<file path="config.mk">
export PLATFORM = sky130hd
export DESIGN_NAME = whitespace_token_scanner
export DESIGN_NICKNAME = d
export VERILOG_FILES = /design/src/wst_pkg.sv /design/src/whitespace_token_scanner.sv /design/src/wst_cfg.sv /design/src/wst_core.sv
export VERILOG_INCLUDE_DIRS = /design/src /design/src/src
export SDC_FILE = /design/constraint.sdc
export NUM_CORES = 1
export LEC_CHECK = 0
export BUFFER_PORTS_ARGS = -buffer_cell sky130_fd_sc_hd__buf_2
export CORE_MARGIN = 2
export CORE_UTILIZATION = 30
export DETAILED_ROUTE_END_ITERATION = 8
export PLACE_DENSITY = 0.56
export SYNTH_ARGS = -nofsm -noshare
export SYNTH_HDL_FRONTEND = slang
export SYNTH_SLANG_ARGS = --single-unit
</file>
<file path="constraint.sdc">
create_clock -name clk -period 5 [get_ports clk]
set_clock_uncertainty 0.05 [all_clocks]
set_input_delay 1 -clock clk [delete_from_list [all_inputs] [get_ports clk]]
set_output_delay 1 -clock clk [all_outputs]
set_load 0.02 [all_outputs]
</file>
<file path="src/assert_macros.svh">
// Assertion helpers shared by the scanner modules.
`ifndef ASSERT_MACROS_SVH
`define ASSERT_MACROS_SVH

// Property checked at every clock edge outside reset.
`define WST_ASSERT(lbl, prop, msg) \
  lbl: assert property (@(posedge clk) disable iff (!rst_n) (prop)) else $error(msg);

// Condition that must hold in the cycle after a trigger.
`define WST_ASSERT_NEXT(lbl, trig, cond, msg) \
  lbl: assert property (@(posedge clk) disable iff (!rst_n) (trig) |=> (cond)) else $error(msg);

`endif

</file>
<file path="src/wst_pkg.sv">
`default_nettype none
package wst_pkg;

  localparam int POS_BITS = 16;
  localparam int LEN_BITS = POS_BITS + 1;
  localparam logic [POS_BITS-1:0] POS_MAX = {POS_BITS{1'b1}};

  localparam logic [7:0] CH_BACKSLASH = 8'h5C;
  localparam logic [7:0] CH_DQUOTE    = 8'h22;
  localparam logic [7:0] CH_SQUOTE    = 8'h27;
  localparam logic [7:0] CH_SPACE     = 8'h20;
  localparam logic [7:0] CH_LF        = 8'h0A;
  localparam logic [7:0] CH_CR        = 8'h0D;

  localparam int CFG_ADDR_BITS = 3;
  localparam int CFG_DATA_BITS = 32;
  localparam logic [CFG_ADDR_BITS-1:0] REG_ESC_ADDR = 3'd0;

  localparam int OUT_FIELD_BITS = POS_BITS + LEN_BITS + 2;
  localparam int OUT_TDATA_BITS = ((OUT_FIELD_BITS + 7) / 8) * 8;

  typedef struct packed {
    logic                has;
    logic                token_valid;
    logic [POS_BITS-1:0] token_start;
    logic [LEN_BITS-1:0] token_length;
    logic                quoted;
    logic                line_break_after;
    logic                at_end;
  } res_t;

endpackage
`default_nettype wire

</file>
<file path="src/whitespace_token_scanner.sv">
// Channel | Direction | Words
// in_     | slave     | one text byte per word, tlast on the final byte
// out_    | master    | at most one token result per input word
// cfg_    | APB slave | escape_enable at byte address 0
//
// One input word is taken per cycle when the result side keeps up.
// A result passes through the input register, then the result register.
// The token state is updated by a single pass of compare logic between the two.
// Reset is synchronous and active low; escape_enable resets to zero.
// A held result stalls input only when the next word also produces a result.
`default_nettype none
`include "assert_macros.svh"
module whitespace_token_scanner import wst_pkg::*; (
  input  wire logic                      clk,
  input  wire logic                      rst_n,
  input  wire logic                      in_tvalid,
  output logic                           in_tready,
  input  wire logic [7:0]                in_tdata,   // byte_value
  input  wire logic                      in_tlast,   // is_last
  output logic                           out_tvalid,
  input  wire logic                      out_tready,
  // token_start, token_length, quoted, line_break_after, zero fill
  output logic [OUT_TDATA_BITS-1:0]      out_tdata,
  output logic                           out_tuser,  // token_valid
  output logic                           out_tlast,  // at_end
  input  wire logic                      cfg_psel,
  input  wire logic                      cfg_penable,
  input  wire logic                      cfg_pwrite,
  input  wire logic [CFG_ADDR_BITS-1:0]  cfg_paddr,
  input  wire logic [CFG_DATA_BITS-1:0]  cfg_pwdata,
  output logic      [CFG_DATA_BITS-1:0]  cfg_prdata,
  output logic                           cfg_pready
);

  logic       esc_en;
  logic       in_vld_r;
  logic [7:0] in_byte_r;
  logic       in_last_r;
  logic       adv;
  res_t       res;

  logic                      out_vld_r;
  logic [OUT_TDATA_BITS-1:0] out_data_r;
  logic                      out_tv_r;
  logic                      out_end_r;

  logic out_empty;
  logic out_quoted;
  logic out_break;

  wst_cfg u_cfg (
    .clk     (clk),
    .rst_n   (rst_n),
    .psel    (cfg_psel),
    .penable (cfg_penable),
    .pwrite  (cfg_pwrite),
    .paddr   (cfg_paddr),
    .pwdata  (cfg_pwdata),
    .prdata  (cfg_prdata),
    .pready  (cfg_pready),
    .esc_en  (esc_en)
  );

  wst_core u_core (
    .clk      (clk),
    .rst_n    (rst_n),
    .step     (adv),
    .byte_val (in_byte_r),
    .last     (in_last_r),
    .esc_en   (esc_en),
    .res      (res)
  );

  assign adv       = in_vld_r && (!res.has || !out_vld_r || out_tready);
  assign in_tready = !in_vld_r || adv;

  always_ff @(posedge clk) begin
    if (!rst_n) begin
      in_vld_r <= 1'b0;
    end else if (in_tready) begin
      in_vld_r <= in_tvalid;
    end
  end

  always_ff @(posedge clk) begin
    if (in_tready && in_tvalid) begin
      in_byte_r <= in_tdata;
      in_last_r <= in_tlast;
    end
  end

  always_ff @(posedge clk) begin
    if (!rst_n) begin
      out_vld_r <= 1'b0;
    end else if (adv && res.has) begin
      out_vld_r <= 1'b1;
    end else if (out_tready) begin
      out_vld_r <= 1'b0;
    end
  end

  always_ff @(posedge clk) begin
    if (adv && res.has) begin
      out_data_r <= {{(OUT_TDATA_BITS-OUT_FIELD_BITS){1'b0}}, res.line_break_after,
                     res.quoted, res.token_length, res.token_start};
      out_tv_r   <= res.token_valid;
      out_end_r  <= res.at_end;
    end
  end

  assign out_tvalid = out_vld_r;
  assign out_tdata  = out_data_r;
  assign out_tuser  = out_tv_r;
  assign out_tlast  = out_end_r;

  assign out_empty  = out_vld_r && !out_tv_r;
  assign out_quoted = out_data_r[POS_BITS+LEN_BITS];
  assign out_break  = out_data_r[POS_BITS+LEN_BITS+1];

  `WST_ASSERT(a_empty_only_at_end, !out_empty || out_end_r, "empty result not at end")
  `WST_ASSERT(a_empty_is_zero, !out_empty || (out_data_r == '0), "empty result has data")
  `WST_ASSERT(a_quoted_no_break, !(out_vld_r && out_quoted) || !out_break, "quoted with break")

endmodule
`default_nettype wire

</file>
<file path="src/wst_cfg.sv">
`default_nettype none
module wst_cfg import wst_pkg::*; (
  input  wire logic                     clk,
  input  wire logic                     rst_n,
  input  wire logic                     psel,
  input  wire logic                     penable,
  input  wire logic                     pwrite,
  input  wire logic [CFG_ADDR_BITS-1:0] paddr,
  input  wire logic [CFG_DATA_BITS-1:0] pwdata,
  output logic      [CFG_DATA_BITS-1:0] prdata,
  output logic                          pready,
  output logic                          esc_en
);

  logic esc_en_r;
  logic esc_en_nxt;

  always_comb begin
    esc_en_nxt = esc_en_r;
    if (psel && penable && pwrite && (paddr == REG_ESC_ADDR)) begin
      esc_en_nxt = pwdata[0];
    end
  end

  always_ff @(posedge clk) begin
    if (!rst_n) begin
      esc_en_r <= 1'b0;
    end else begin
      esc_en_r <= esc_en_nxt;
    end
  end

  assign prdata = (paddr == REG_ESC_ADDR) ? {{(CFG_DATA_BITS-1){1'b0}}, esc_en_r}
                                          : {CFG_DATA_BITS{1'b0}};
  assign pready = 1'b1;
  assign esc_en = esc_en_r;

endmodule
`default_nettype wire

</file>
<file path="src/wst_core.sv">
`default_nettype none
`include "assert_macros.svh"
module wst_core import wst_pkg::*; (
  input  wire logic       clk,
  input  wire logic       rst_n,
  input  wire logic       step,
  input  wire logic [7:0] byte_val,
  input  wire logic       last,
  input  wire logic       esc_en,
  output res_t            res
);

  logic [POS_BITS-1:0] pos_r, pos_nxt;
  logic [POS_BITS-1:0] start_r, start_nxt;
  logic                open_r, open_nxt;
  logic                inq_r, inq_nxt;
  logic                esc_r, esc_nxt;
  logic                qsingle_r, qsingle_nxt;

  logic       emit;
  logic       clr;
  logic [7:0] qc;

  always_comb begin
    pos_nxt     = pos_r;
    start_nxt   = start_r;
    open_nxt    = open_r;
    inq_nxt     = inq_r;
    esc_nxt     = esc_r;
    qsingle_nxt = qsingle_r;
    emit        = 1'b0;
    clr         = 1'b0;
    qc          = qsingle_r ? CH_SQUOTE : CH_DQUOTE;
    res         = '0;

    if (open_r && inq_r) begin
      if (esc_r) begin
        esc_nxt = 1'b0;
      end else if (esc_en && (byte_val == CH_BACKSLASH)) begin
        esc_nxt = 1'b1;
      end else if (byte_val == qc) begin
        emit       = 1'b1;
        clr        = 1'b1;
        res.quoted = 1'b1;
      end
    end else if (byte_val > CH_SPACE) begin
      if (!open_r) begin
        open_nxt  = 1'b1;
        start_nxt = pos_r;
        if ((byte_val == CH_DQUOTE) || (byte_val == CH_SQUOTE)) begin
          inq_nxt     = 1'b1;
          qsingle_nxt = (byte_val == CH_SQUOTE);
        end
      end
    end else if (open_r) begin
      emit                 = 1'b1;
      clr                  = 1'b1;
      res.line_break_after = (byte_val == CH_CR) || (byte_val == CH_LF);
    end

    if (emit) begin
      res.token_valid  = 1'b1;
      res.token_start  = start_r;
      res.token_length = {1'b0, pos_r} - {1'b0, start_r};
    end

    if (clr) begin
      start_nxt   = '0;
      open_nxt    = 1'b0;
      inq_nxt     = 1'b0;
      esc_nxt     = 1'b0;
      qsingle_nxt = 1'b0;
    end

    // The last byte of a buffer always closes whatever token is still open.
    if (last && !emit && open_nxt) begin
      res.token_valid  = 1'b1;
      res.token_start  = start_nxt;
      res.token_length = {1'b0, pos_r} + LEN_BITS'(1) - {1'b0, start_nxt};
      res.quoted       = inq_nxt;
    end

    res.has    = emit || last;
    res.at_end = last;

    if (last) begin
      pos_nxt     = '0;
      start_nxt   = '0;
      open_nxt    = 1'b0;
      inq_nxt     = 1'b0;
      esc_nxt     = 1'b0;
      qsingle_nxt = 1'b0;
    end else if (pos_r != POS_MAX) begin
      pos_nxt = pos_r + POS_BITS'(1);
    end
  end

  always_ff @(posedge clk) begin
    if (!rst_n) begin
      pos_r     <= '0;
      start_r   <= '0;
      open_r    <= 1'b0;
      inq_r     <= 1'b0;
      esc_r     <= 1'b0;
      qsingle_r <= 1'b0;
    end else if (step) begin
      pos_r     <= pos_nxt;
      start_r   <= start_nxt;
      open_r    <= open_nxt;
      inq_r     <= inq_nxt;
      esc_r     <= esc_nxt;
      qsingle_r <= qsingle_nxt;
    end
  end

  `WST_ASSERT(a_quote_needs_token, !inq_r || open_r, "quote state without open token")
  `WST_ASSERT(a_escape_needs_quote, !esc_r || inq_r, "escape pending outside quotes")
  `WST_ASSERT_NEXT(a_last_resets_pos, step && last, pos_r == '0, "position not reset")

endmodule
`default_nettype wire
</file>
==> impl_metrics.ini, run 1 <==
[setup_path]
arrival_ns = 4.53
worst_ep_required_time_ns = 5.03
start_kind = flop
crit_path_max_fanout = 22
path_class = reg -> reg
critPathCaptureType = flop

[die]
start_util_pct = 30.9
core_um2 = 18100
num_rows = 49
die_h_um = 141
dieArea_um2 = 19800
die_x_um = 141
pin_count = 128

[synthesis]
synth.avg_cell_area_um2 = 9.49
synthFlopType = edfxtp_1
synth_top_family_by_area = compound AO/OA/AOI/OAI gates
ys_ff_latch = 85
synthMuxAreaShare_pct = 0.358
synthesis.area_um2 = 5600
synth.distinct_cells = 62
syn_inst = 590
synth_fa_ha_area_share_pct = 11.4
synth_warnings = 0
synth_compound_area_share_pct = 20.6
synth-edff-count = 46
ys_seq_area_share_pct = 38.6
async_reset_ff_share_pct = 0
synth-simple-area-share_pct = 14.6
synth-xor-area-share_pct = 5.63

[pwr]
p_leak_nw = 2.46
power.density_nw_per_um2 = 258
ir_drop_mv = 0.161
power_w = 0.00163

[cts]
ctsResizeCount = 0
cts_tree = built
ctsHoldBuffers = 0
clock_path_buffers = 2
htreeDepth = 3
insertion_delay_ns = 0.35
cts.sinks = 85
clk_pin_slew_ns = 0.07
postCtsSetupBuffers = 0
cts-root-buf = clkbuf_16
cts_made_buffers = 9

[timing]
rsz0062_at_grt = false
slew_headroom_pct = 21.0
clock.fmax_mhz = 222
finalSetupTns_ns = 0
maxSlewViolCount = 0
worst_pin_slew_ns = 1.18
timing.final.crit_share_pct = 90.1
min_period_ns = 4.50
setup_viol_count_final = 0
final_hold_viol_count = 0

[drt]
routed_wl_um = 12100
drt_pre_antenna_iters = 4
ant_nets = 0
drc = 0
drt_first_iter_violations = 201
routed_via_density = 4.77
wl_per_cell_um = 13.9
vias = 4172

[placement]
place_hpwl_um = 9210
routabilityCongestion = 0.809
portBuffers = 59

[global_routing]
grt_use_met2_pct = 20.5
grt_overflow = 0
grt-busiest-layer = met2
grt_use_met3_pct = 2.21
grt_max_degree = 38
grt_use_total_pct = 12.6
antenna_found_initial = 0
grt_pass1_vias = 3971
grt_pass1_wl_um = 20000
grt_util_met1_pct = 17.0

[layout]
layout-drive-gt1-share_pct = 15.0
insertedDiodeCount = 0
seq_area_um2 = 2160
fillerInstances = 1863
area_growth_pct = 12.8
multi_input_area_um2 = 3110
nets = 742

[outcome]
outcome = finished, final reports clean

[hold_path]
min_path_type = reg -> reg

[flow_run]
drv_cap = 0
-- area by class of cell --
type                            count  share of cell area [%]
Sequential cell                    85                    34.2
Clock inverter                      6                    1.49
Multi-Input combinational cell    452                    49.2
Tap cell                          229                    4.54
Clock buffer                       10                    3.62
Timing Repair Buffer               63                    5.15
Inverter                           30                    1.78
-- final timing paths --
| path | start | to | slack [ns] | cells after the start |
|---|---|---|---|---|
| setup / recovery | in_byte_r[7] | out_tdata[31] | 0.50 | 14 |
| hold / removal | u_core.esc_r | u_core.esc_r | 0.44 | 2 |
| setup reg to reg | in_byte_r[7] | out_tdata[31] | 0.50 | 14 |
| hold reg to reg | u_core.esc_r | u_core.esc_r | 0.44 | 2 |
-- worst max-delay path, cell delays in order (launching register included) --
cell and delay, ns:
edfxtp_1 0.41, or4b_4 0.59, nor3b_2 0.41, a211oi_4 0.24, buf_4 0.27, nand2_1 0.08, ha_1 0.23, ha_1 0.35
nor2b_1 0.16, o31ai_1 0.35, a21oi_1 0.18, o41ai_1 0.47, o21ai_0 0.18, xnor2_1 0.16, o22ai_1 0.09
-- cells in the mapped netlist (3+ instances only) --
library cell | n | area share (%)
clkbuf_1 | 14 | 0.94
nor2b_1 | 7 | 0.78
xnor2_1 | 22 | 3.4
nor2_1 | 30 | 2.0
o22ai_1 | 14 | 1.6
o21a_1 | 5 | 0.67
nand4_1 | 5 | 0.56
o21ai_0 | 40 | 3.6
a31oi_1 | 3 | 0.34
nand3_1 | 14 | 1.3
buf_4 | 38 | 5.1
xor2_1 | 14 | 2.2
o21ai_1 | 5 | 0.45
a21oi_1 | 24 | 2.1
and2_1 | 6 | 0.67
or3_1 | 5 | 0.56
nand2_1 | 57 | 3.8
buf_2 | 4 | 0.36
a21boi_0 | 5 | 0.67
and4_1 | 3 | 0.47
o21bai_1 | 6 | 0.80
a22o_1 | 33 | 5.2
nor3_1 | 9 | 0.80
dfxtp_1 | 39 | 14
inv_1 | 30 | 2.0
nand2b_1 | 6 | 0.67
a21o_1 | 8 | 1.1
nor4_1 | 4 | 0.45
ha_1 | 48 | 11
edfxtp_1 | 46 | 25
a211oi_1 | 5 | 0.67
-- metal layers --
metal / up-vias / wire [um]
li1: 2180 / -
met4: 0 / 216
met2: 84 / 5390
met1: 1892 / 6060
met5: - / 0
met3: 16 / 469
-- metrics by stage --
step / instance area [um^2] / worst slack [ns] / cells / utilization (%) / hold WS [ns]
6_report: 6320 / 0.495 / 875 / 34.8 / 0.444
5_1_grt: 6320 / 0.158 / 875 / 34.8 / 0.480
4_1_cts: 6320 / 0.436 / 875 / 34.8 / 0.439
3_5_place_dp: 5990 / 0.474 / 859 / 33.0 / 0.429
3_3_place_gp: 5990 / 0.493 / 859 / 33.0 / 0.410
2_1_floorplan: 5730 / 0.837 / 625 / - / 0.394
-- power by group --
group | switching (W) | leakage (nW) | internal, W
Clock | 0.000296 | 0.154 | 0.000443
Sequential | 0.0000114 | 0.785 | 0.000747
Combinational | 0.0000946 | 1.52 | 0.0000351
-- cells by family after synthesis --
kind of cell    after synthesis
mux                           2
compound gates              166
flops                        85
other cells                   2
fa+ha+maj                    50
simple gates                161
xor+xnor                     36
buf+inv                      88
-- state kept, by name, summed over array words and instances, names as in the netlist --
name / count
u_core.qsingle_r: 1
u_core.pos_r: 16
in_last_r: 1
out_tdata: 35
u_core.esc_r: 1
in_byte_r: 8
out_tvalid: 1
u_cfg.esc_en: 1
u_core.open_r: 1
u_core.inq_r: 1
u_core.start_r: 16
in_vld_r: 1
out_tlast: 1
out_tuser: 1
-- layout by cell type, fill, tap and decap left out, drive strengths merged, types with 2 or more instances in the layout --
cell and n:
edfxtp 46, bufinv 2, buf 63, nor2 31, o2bb2ai 2, o21bai 6, o32ai 2, a211o 2
mux2i 2, or2 2, and2 6, nand3 14, xnor2 22, fa 2, a31oi 3, nor3 11
a22o 33, a21boi 6, or3 5, nand2 58, ha 48, inv 32, and4 3, clkbuf 10
a21oi 24, o21a 5, xor2 14, nor4 4, nor2b 7, dfxtp 39, and3 2, o21ai 47
a211oi 5, nor3b 2, o22ai 14, conb 37, nand4 5, nand2b 6, a21o 8
(Power assumes the default switching activity.)
==> run 2: changes to the inputs <==
- REMOVE_ABC_BUFFERS: not set -> 1
==> run 2 against run 1 <==
Wire length grew 5.0%. Final area is essentially flat. Count of clock-buffer cells in the layout shrank 1. Global-route usage grew 0.54 points. Worst hold slack lost 0.019 ns. Fmax shrank 0.65%. Sequential power is essentially flat. Largest power group unchanged. Die area is the same. Final cell count grew 0.23%. First-iteration DRC count grew 17%. Setup slack lost 0.030 ns. Sequential cell count is the same.
==> impl_metrics.ini, run 2 (synthesis gave the netlist of run 1 again) <==
[timing]
maxSlewViolCount = 0
worst_pin_slew_ns = 1.14
whs_ns = 0.425
setup_viol_count_final = 0
rsz0062_at_grt = false
final_hold_viol_count = 0
min_period_ns = 4.53
timing.final.crit_share_pct = 90.7
slew_headroom_pct = 23.8
clock.fmax_mhz = 221
finalSetupTns_ns = 0

[die]
pin_count = 128
start_util_pct = 30.9
dieArea_um2 = 19800
die_h_um = 141
die_x_um = 141
num_rows = 49
core_um2 = 18100

[hold_path]
hold_depth = 2
min_path_type = reg -> reg

[global_routing]
grt_pass1_vias = 4032
grt_overflow = 0
grt_max_degree = 38
grt_use_total_pct = 13.2
antenna_found_initial = 0
grt_pass1_wl_um = 20700

[setup_path]
arrival_ns = 4.56
start_kind = flop
critPathCaptureType = flop
ff2ff_path_depth = 18
worst_ep_required_time_ns = 5.03
path_class = reg -> reg
crit_path_max_fanout = 6

[drt]
drc = 0
routed_wl_um = 12700
wl_per_cell_um = 14.5
drt_first_iter_violations = 235
routed_via_density = 4.91
drt_pre_antenna_iters = 4
vias = 4307
ant_nets = 0

[layout]
multi_input_area_um2 = 3120
layout-drive-gt1-share_pct = 15.4
seq_area_um2 = 2160
final_cell_mix = buf_2 (59), nand2_1 (57), ha_1 (48), edfxtp_1 (46), o21ai_0 (40)
insertedDiodeCount = 0
final_common_cell = buf_2
area_growth_pct = 12.8
nets = 744
fillerInstances = 1891
largest_reg_flops = 35

[cts]
clk_pin_slew_ns = 0.07
cts_tree = built
cts_made_buffers = 9
htreeDepth = 3
clock_path_buffers = 2
cts-root-buf = clkbuf_16
ctsHoldBuffers = 0
insertion_delay_ns = 0.36
cts.sinks = 85

[placement]
portBuffers = 59
routabilityCongestion = 0.817
place_hpwl_um = 9060

[pwr]
p_leak_nw = 2.45
ir_drop_mv = 0.192
power_w = 0.00158
power.density_nw_per_um2 = 251

[outcome]
outcome = finished, final reports clean

[flow_run]
drv_cap = 0
## run 2: cell type report
| class | count | share of cell area, % |
|---|---|---|
| tap | 229 | 4.54 |
| sequential | 85 | 34.2 |
| clock buffer | 9 | 3.57 |
| multi-input combinational | 452 | 49.3 |
| inverter | 30 | 1.78 |
| clock inverter | 7 | 1.15 |
| timing repair buffer | 65 | 5.39 |
## run 2: worst max-delay path, cell delays in order (launching register included)
cell and delay, ns:
edfxtp_1 0.41, or4b_4 0.59, nor2_1 0.30, a211o_1 0.30, nand2_1 0.07, a21boi_0 0.17
ha_1 0.25, inv_1 0.06, ha_1 0.20, inv_1 0.07, fa_1 0.40, nor2b_1 0.17
o31ai_1 0.13, a21oi_1 0.37, o41ai_1 0.12, buf_4 0.16, o21ai_0 0.20, xnor2_1 0.15
o22ai_1 0.09
## run 2: worst paths after layout
| kind | from | end | slack (ns) |
|---|---|---|---|
| setup reg to reg | in_byte_r[7] | out_tdata[31] | 0.47 |
| setup / recovery | in_byte_r[7] | out_tdata[31] | 0.47 |
| hold reg to reg | u_core.esc_r | u_core.esc_r | 0.42 |
| hold / removal | u_core.esc_r | u_core.esc_r | 0.42 |
## run 2: timing repair
item / 4_1_cts / 5_1_grt
setup endpoints to repair: 0 / 1
gates resized for setup: 0 / 1
setup buffers: 0 / 0
## run 2: metal layers
layer | GRT usage (%) | vias to the layer above | wire length (um)
li1 | - | 2184 | -
met4 | 3.79 | 0 | 88
met5 | 0 | - | 0
met3 | 2.99 | 8 | 614
met2 | 20.8 | 114 | 5720
met1 | 18.1 | 2001 | 6310
## run 2: power by group
part / internal, W / leakage, nW / total (W) / switching, W
Combinational: 0.0000358 / 1.53 / 0.000134 / 0.0000979
Clock: 0.000388 / 0.138 / 0.000693 / 0.000304
Sequential: 0.000747 / 0.785 / 0.000758 / 0.0000115
## run 2: stage by stage
stage	setup WS [ns]	util, %	std cells	cell area [um^2]
3_3_place_gp	0.368	33.1	861	6010
6_report	0.466	34.8	877	6310
4_1_cts	0.291	34.8	877	6310
3_5_place_dp	0.329	33.1	861	6010
2_1_floorplan	-0.153	-	567	5360
5_1_grt	0.225	34.8	877	6310
==> run 3: changes to the inputs <==
- HOLD_SLACK_MARGIN: not set -> 0.12
- SLEW_MARGIN: not set -> 20
- clock period: 5 -> 4.6 ns (I/O delays scaled with it)
==> run 3 against run 2 <==
Power rose by 6.6%. Final area rose by 1.3%. Largest cell class unchanged. Combinational power rose by 13%. Worst hold slack got worse by 0.0014 ns. Clock power rose by 3.0%. Largest power group unchanged.
==> impl_metrics.ini, run 3 (synthesis gave the netlist of run 1 again) <==
[global_routing]
grt_pass1_vias = 3981
grt_overflow = 0
antenna_found_initial = 0
grt_max_degree = 38
grt_use_total_pct = 12.8
grt_pass1_wl_um = 20100

[timing]
slew_headroom_pct = 43.7
final_hold_viol_count = 0
setup_viol_count_final = 0
timing.final.crit_share_pct = 93.0
maxSlewViolCount = 0
rsz0062_at_grt = false
worst_pin_slew_ns = 0.844
finalSetupTns_ns = 0
clock.fmax_mhz = 234
min_period_ns = 4.28

[outcome]
outcome = finished, final reports clean

[flow_run]
drv_cap = 0

[placement]
routabilityCongestion = 0.813
place_hpwl_um = 9020
place_area_um2 = 6060
portBuffers = 59

[setup_path]
path_class = reg -> reg
arrival_ns = 4.31
critPathCaptureType = flop
worst_ep_required_time_ns = 4.63
start_kind = flop
crit_path_max_fanout = 14

[layout]
layout-drive-gt1-share_pct = 16.9
area_growth_pct = 14.2
final_common_cell = buf_2
fillerInstances = 1895
multi_input_area_um2 = 3130
nets = 751
final_area_um2 = 6390
insertedDiodeCount = 0
final_cell_mix = buf_2 (59), nand2_1 (57), ha_1 (48), edfxtp_1 (46), o21ai_0 (40)
seq_area_um2 = 2160
utilization_pct = 35.2
largest_reg_flops = 35

[cts]
insertion_delay_ns = 0.35
htreeDepth = 3
postCtsSetupBuffers = 0
cts_made_buffers = 9
cts.sinks = 85
ctsHoldBuffers = 0
cts-root-buf = clkbuf_16
clock_path_buffers = 2
cts_tree = built
ctsResizeCount = 0
clk_pin_slew_ns = 0.07

[hold_path]
min_path_type = reg -> reg

[drt]
wl_per_cell_um = 14.0
drt_pre_antenna_iters = 5
vias = 4272
ant_nets = 0
routed_wl_um = 12400
drc = 0
routed_via_density = 4.83
drt_first_iter_violations = 261

[die]
die_h_um = 141
dieArea_um2 = 19800
die_x_um = 141
core_um2 = 18100
num_rows = 49
pin_count = 128
start_util_pct = 30.9

[pwr]
power.density_nw_per_um2 = 264
ir_drop_mv = 0.213
p_leak_nw = 2.50
run 3: critical path: stages (launching register included):
cell,delay [ns]
edfxtp_1,0.42
or4b_4,0.59
nor2_1,0.26
a211oi_2,0.21
buf_4,0.22
o21ai_0,0.15
nand2_1,0.07
ha_1,0.28
ha_1,0.34
o21ai_0,0.14
o21ai_0,0.29
nand4_1,0.27
a21boi_1,0.33
o22ai_1,0.15
xor2_1,0.15
o22ai_1,0.08
run 3: path summary, 6_finish.rpt:
check / from / end / slack, ns / cells past startpoint
worst min-delay path: u_core.esc_r / u_core.esc_r / 0.42 / 2
worst min register to register: u_core.esc_r / u_core.esc_r / 0.42 / 2
worst max-delay path: in_byte_r[7] / out_tdata[30] / 0.32 / 15
worst max register to register: in_byte_r[7] / out_tdata[30] / 0.32 / 15
run 3: layout make-up:
type                            count  area share, %
Clock buffer                        9           3.52
Clock inverter                      7           1.06
Inverter                           30           1.76
Multi-Input combinational cell    452           48.9
Sequential cell                    85           33.8
Tap cell                          229           4.48
Timing Repair Buffer               72           6.46
run 3: report_power, final:
| group | total, W | internal, W | switching [W] |
|---|---|---|---|
| sequential | 0.000824 | 0.000811 | 0.0000124 |
| clock | 0.000714 | 0.000378 | 0.000336 |
| combinational | 0.000151 | 0.0000438 | 0.000107 |
| total | 0.00169 | 0.00123 | 0.000456 |
run 3: metrics by stage:
stage               setup slack, ns  hold WS, ns  power (W)  instances
floorplan                    -0.553        0.394   0.000938        567
global placement              0.257        0.411   0.000988        867
detailed placement            0.216        0.416   0.000989        867
CTS                           0.198        0.426    0.00172        883
global route                 0.0283        0.462    0.00176        884
finish                        0.321        0.423    0.00169        884
run 3: routing by layer:
metal / wire length [um] / up-vias / track usage, %
met5: 0 / - / 0
met3: 597 / 8 / 3.70
met2: 5490 / 107 / 20.1
li1: - / 2198 / -
met1: 6190 / 1959 / 17.4
met4: 109 / 0 / 3.21
